**src/rtl/cmwc_random_generator_macros.svh**
```systemverilog
// Assertion macros used by the generator's top-level RTL file.
`ifndef CMWC_RANDOM_GENERATOR_MACROS_SVH
`define CMWC_RANDOM_GENERATOR_MACROS_SVH

`ifndef NO_ASSERTIONS
// Checks an implication on the rising clock edge, disabled while reset is low.
`define CMWC_ASSERT(lbl, clk, rstn, prop, msg) \
    lbl: assert property (@(posedge clk) disable iff (!rstn) prop) else $error(msg);
// Same check, but enabled during reset as well.
`define CMWC_ASSERT_ALWAYS(lbl, clk, prop, msg) \
    lbl: assert property (@(posedge clk) prop) else $error(msg);
`else
`define CMWC_ASSERT(lbl, clk, rstn, prop, msg)
`define CMWC_ASSERT_ALWAYS(lbl, clk, prop, msg)
`endif

`endif

```
**src/rtl/cmwc_pkg.sv**
```systemverilog
// Types and constants shared by the CMWC generator modules.
package cmwc_pkg;

    localparam int LAG_DEPTH = 4096;
    localparam int WORD_W    = 32;
    localparam int ACC_W     = 48;
    localparam int MULT_W    = 15;

    localparam logic [MULT_W-1:0] CMWC_MULT   = 15'd18782;
    localparam logic [WORD_W-1:0] CMWC_TOP    = 32'hffff_fffe;
    localparam logic [WORD_W-1:0] GOLDEN_WORD = 32'h9e37_79b9;
    localparam logic [WORD_W-1:0] CARRY_RESET = 32'd362436;

    localparam logic OP_SEED = 1'b0;
    localparam logic OP_NEXT = 1'b1;

    typedef enum logic [1:0] {
        ALU_MUL,
        ALU_ADD,
        ALU_SUB
    } alu_op_t;

    typedef struct packed {
        alu_op_t op;
        logic    cin;
    } alu_ctrl_t;

endpackage

```
**src/rtl/cmwc_alu.sv**
```systemverilog
// Shared arithmetic unit: constant multiply, add with carry-in, subtract with borrow-in.
module cmwc_alu (
    input  cmwc_pkg::alu_ctrl_t          ctrl,
    input  logic [cmwc_pkg::ACC_W-1:0]   a,
    input  logic [cmwc_pkg::ACC_W-1:0]   b,
    output logic [cmwc_pkg::ACC_W-1:0]   y
);
    import cmwc_pkg::*;

    logic [ACC_W-1:0] cin_ext;

    assign cin_ext = {{(ACC_W-1){1'b0}}, ctrl.cin};

    always_comb begin
        case (ctrl.op)
            ALU_MUL: y = {{(ACC_W-MULT_W){1'b0}}, CMWC_MULT}
                         * {{(ACC_W-WORD_W){1'b0}}, b[WORD_W-1:0]};
            ALU_ADD: y = a + b + cin_ext;
            ALU_SUB: y = a - b - cin_ext;
            default: y = '0;
        endcase
    end

endmodule

```
**config.mk**
```make
export PLATFORM = sky130hd
export DESIGN_NAME = cmwc_alu
export DESIGN_NICKNAME = d
export VERILOG_FILES = /design/src/rtl/cmwc_random_generator_macros.svh /design/src/rtl/cmwc_pkg.sv /design/src/rtl/cmwc_alu.sv
export SDC_FILE = /design/constraint.sdc
export NUM_CORES = 1
export LEC_CHECK = 0
export ABC_AREA = 1
export BUFFER_PORTS_ARGS = -buffer_cell sky130_fd_sc_hd__clkbuf_2
export CAP_MARGIN = 20
export CORE_MARGIN = 1
export CORE_UTILIZATION = 40
export DETAILED_ROUTE_END_ITERATION = 6
export PLACE_DENSITY = 0.63
export SLEW_MARGIN = 20
export SYNTH_ARGS = -nofsm -noshare
export SYNTH_HDL_FRONTEND = slang
export SYNTH_SLANG_ARGS = --single-unit
```
**constraint.sdc**
```tcl
create_clock -name vclk -period 6.3
set_input_delay 0.315 -clock vclk [all_inputs]
set_output_delay 0.315 -clock vclk [all_outputs]
set_load 0.01 [all_outputs]
```
== Yosys cells after proc, flatten, opt, wreduce, memory -nomap -nowiden ==
Cells that the tools add are included.
W data, S select, Z words.

* Register bits: 0
* Output and inout bits: 48
* Logic and storage cells: 9

* $add $sub $neg: 4
* $mul: 1
* Equality and inequality tests: 2
* Muxes and demuxes: 1
* Reduce and logical (&&, ||, !) cells: 1

{| class="wikitable"
|+ Operator list
! cell !! number
|-
| $pmux W48 S3 || 1
|-
| $add A48 B1 Y48 || 1
|-
| $add A48 B48 Y48 || 1
|-
| $sub A48 B1 Y48 || 1
|-
| $sub A48 B48 Y48 || 1
|-
| $mul A14 B32 Y46 const A || 1
|-
| $eq A2 B1 Y1 const B || 1
|-
| $eq A2 B2 Y1 const B || 1
|-
| $logic_not A2 Y1 || 1
|}

== Depth between registers and ports, before layout ==
* Word-level depth: 3
* Mapped depth: 26
* Mapped depth without buffers: 26

== Least setup slack after synthesis ==
No wires, ideal clock.

* Path kind: input-to-output
* Start: input b[8] in the netlist's numbering
* End: output y[26] in the netlist's numbering
* Data arrival time: 4,495 ps
* Required time: 5,985 ps
* Path slack: 1,490 ps
* Cell stages on the path: 24
* Buffers on the path: 0
* Path through: ha_1 -> inv_1 -> fa_1 -> inv_1 -> fa_1 -> inv_1 -> fa_1 -> inv_1 -> fa_1 -> inv_1 -> fa_1 -> inv_1 -> ha_1 -> nand2_2 -> inv_1 -> nand2_1 -> nand2_1 -> nand2_1 -> nand2_1 -> nand2_1 -> nand3_2 -> or2_1 -> nand3_1 -> nand3_1

* Word-level cells in the longest chain between the ends: 3
* Elaborated cells on any way between the ends: 6
* Classes of those cells: add/sub (4); mul (1); mux (1)

{| class="wikitable"
|+ Ends and longest elaborated chain
! element !! RTL line !! text
|-
| start, declared || cmwc_alu.sv:5 || <nowiki>input logic [cmwc_pkg::ACC_W-1:0] b,</nowiki>
|-
| $sub A48 B48 Y48 or $add A48 B48 Y48 (tied branches) || cmwc_alu.sv:19, cmwc_alu.sv:18 ||
|-
| $sub A48 B1 Y48 or $add A48 B1 Y48 (tied branches) || cmwc_alu.sv:19, cmwc_alu.sv:18 ||
|-
| $pmux W48 S3 * || cmwc_alu.sv:15 || <nowiki>case (ctrl.op)</nowiki>
|-
| end, declared || cmwc_alu.sv:6 || <nowiki>output logic [cmwc_pkg::ACC_W-1:0] y</nowiki>
|}

Every way passes the cells marked *; elsewhere a longest branch is shown, timed or not.

== Worst setup path in the final report ==
* Start: input b[9] in the netlist's numbering
* End: output y[24] in the netlist's numbering

Same word-level chain as after synthesis.

==> metrics.txt <==
Max Freq=0.170 GHz; end of the critical path=y[24]; fin nets=4134; Mapped Area=19900 µm²; Max-Cap Viols=0; Post-CTS Hold Buffers=0; Startpoint Class=input pin; Layout clock buffers=0; Top cell by count, worst path=inv_1; Post-synth top cells=nand2_1 (984), inv_1 (924), ha_1 (352); Slew @ Worst Pin=0.881 ns; Post-Synthesis Cells=3360; Synth-to-Final Area Change=8.13%; Final Setup Violations=0; Initial Util=0.406; first-pass GRT wire length=110 mm; # resized after CTS=0; Via density=4.88; critical-path cell list=clkbuf_2, ha_1, inv_1, fa_1, inv_1, fa_1, inv_1, fa_1, inv_1, fa_1, inv_1, fa_1, inv_1, ha_1, nand2_2, nor2_2, nand2_1, nand2_1, nand2_1, nand3_2, o21ai_0, nand3_1, clkbuf_2; fillers=5661; Multi-input gate area=16400 µm²; register area=0 µm²; most common cell in the netlist=nand2_1; Seq/Total Area, Yosys=0; status=finished, final reports clean; pwr/cell area=456 nW/µm²; TNS Setup=0 ns; row count=81; vias=20379; Mapped Nets=3983; global placer's final weighted congestion=0.971; Die Y=225 µm; placed wire-length estimate=64.2 mm; largest net degree at the start of global routing=44; n_diodes=0; final core occ=0.439; relative slew slack=0.412; Final Max Slew Viols=0; Final ANT Viol Nets=0; io pins=147; Hold Violations, Final=0; CP arrival=5.58 ns; Setup Crit Path Kind=in2out; area share of the leading cell type in the synthesized netlist=0.221; Worst Setup End Kind=output port; total global routing overflow=0; Setup crit start=b[9]; Synth area leader=ha_1; slowest stage cell, crit path=fa_1; RSZ-0062 raised after global routing=no; LEAKAGE=0.0133 µW; die width=225 µm; sequential cells=0; drt wl/cell=16.9 µm; worst hold-check path type=in2out; DR iter-0 viols=1182; Routed WL=70.6 mm; die footprint=50700 µm²; CP required=5.98 ns; largest stage delay on the critical path=0.53 ns; GRT Util Overall=0.283; Yosys Warn Count=0; initial antenna violation count=0; ratio of cells with drive above 1 in the final layout=0.0846; syn avg cell area=5.93 µm²; top cells by area, synth=ha_1 (22%), nand2_1 (19%), inv_1 (17%), fa_1 (17%), nand3_1 (5.4%); DRC=0; post-CTS setup buffers=0; Final period util=0.935; DR pass1 iterations=5; CP Max Fanout=9; Netlist cell types=43; Port-buffer cells=147; vias in the first global route=19905; core area=49100 µm²; Tmin final=5.89 ns; peak supply drop=311 µV
[stage by stage]
stage | hold slack (ns) | instance area [µm²] | setup slack, ns | total power (µW) | instances
CTS | 1.10 | 21600 | 0.473 | 9800 | 4173
global placement | 1.10 | 21600 | 0.458 | 9700 | 4173
floorplan | 0.764 | 19900 | 1.49 | 6980 | 3360
detailed placement | 1.10 | 21600 | 0.482 | 9750 | 4173
global route | 1.13 | 21600 | 0.164 | 11300 | 4173
finish | 1.10 | 21600 | 0.409 | 9820 | 4173
[layer usage]
metal,vias up,track usage,part of all wire
met3,95,0.00821,0.046
met4,0,0.0764,0.034
met1,9409,0.393,0.47
li1,10410,-,-
met5,-,0,0
met2,465,0.478,0.45
[layout make-up]
cell class,count,share of cell area
inverters,935,0.163
multi-input cells,2413,0.760
well taps,664,0.0385
repair buffers,161,0.0390
[kinds of logic after synthesis]
family          share of synthesized area
simple gates                        0.359
compound gates                     0.0648
xor+xnor                          0.00351
buf+inv                             0.179
fa+ha+maj                           0.394
[power by group]
part	total [µW]	switching [µW]	internal (µW)
registers	0	0	0
logic	9820	6540	3280
clock network	0	0	0
[critical path, delay by kind of cell]
family | cells | cell delay (ns)
buffers and inverters | 8 | 0.71
AOI/OAI and AO/OA | 1 | 0.53
and+or+nand+nor | 7 | 0.87
adders and majority gates | 7 | 3.14
[worst min-delay path by stage]
stage,slack (ns),from,depth (start not counted),end
global placement,1.10,a[1],4,y[0]
CTS,1.10,a[1],4,y[0]
detailed placement,1.10,a[1],4,y[0]
global route,1.13,a[1],4,y[0]
finish,1.10,a[1],4,y[0]
floorplan,0.76,b[0],2,y[1]
[layout by cell type (no fill, tap or decap), types with 6 or more instances in the layout]
| cell | instances |
|---|---|
| a21boi_0 | 16 |
| a21oi_1 | 112 |
| buf_4 | 14 |
| clkbuf_2 | 147 |
| fa_1 | 172 |
| ha_1 | 352 |
| inv_1 | 924 |
| inv_2 | 10 |
| nand2_1 | 984 |
| nand2_2 | 29 |
| nand2_4 | 8 |
| nand3_1 | 216 |
| nand3_2 | 22 |
| nand3b_1 | 19 |
| nand4_1 | 30 |
| nor2_1 | 251 |
| nor2_2 | 36 |
| nor2_4 | 7 |
| nor3_1 | 15 |
| o21ai_0 | 63 |
| o21ai_1 | 6 |
| o21bai_1 | 12 |
| or2_1 | 6 |
| or2_2 | 12 |
Note: power is estimated with default switching activity, not from simulation.
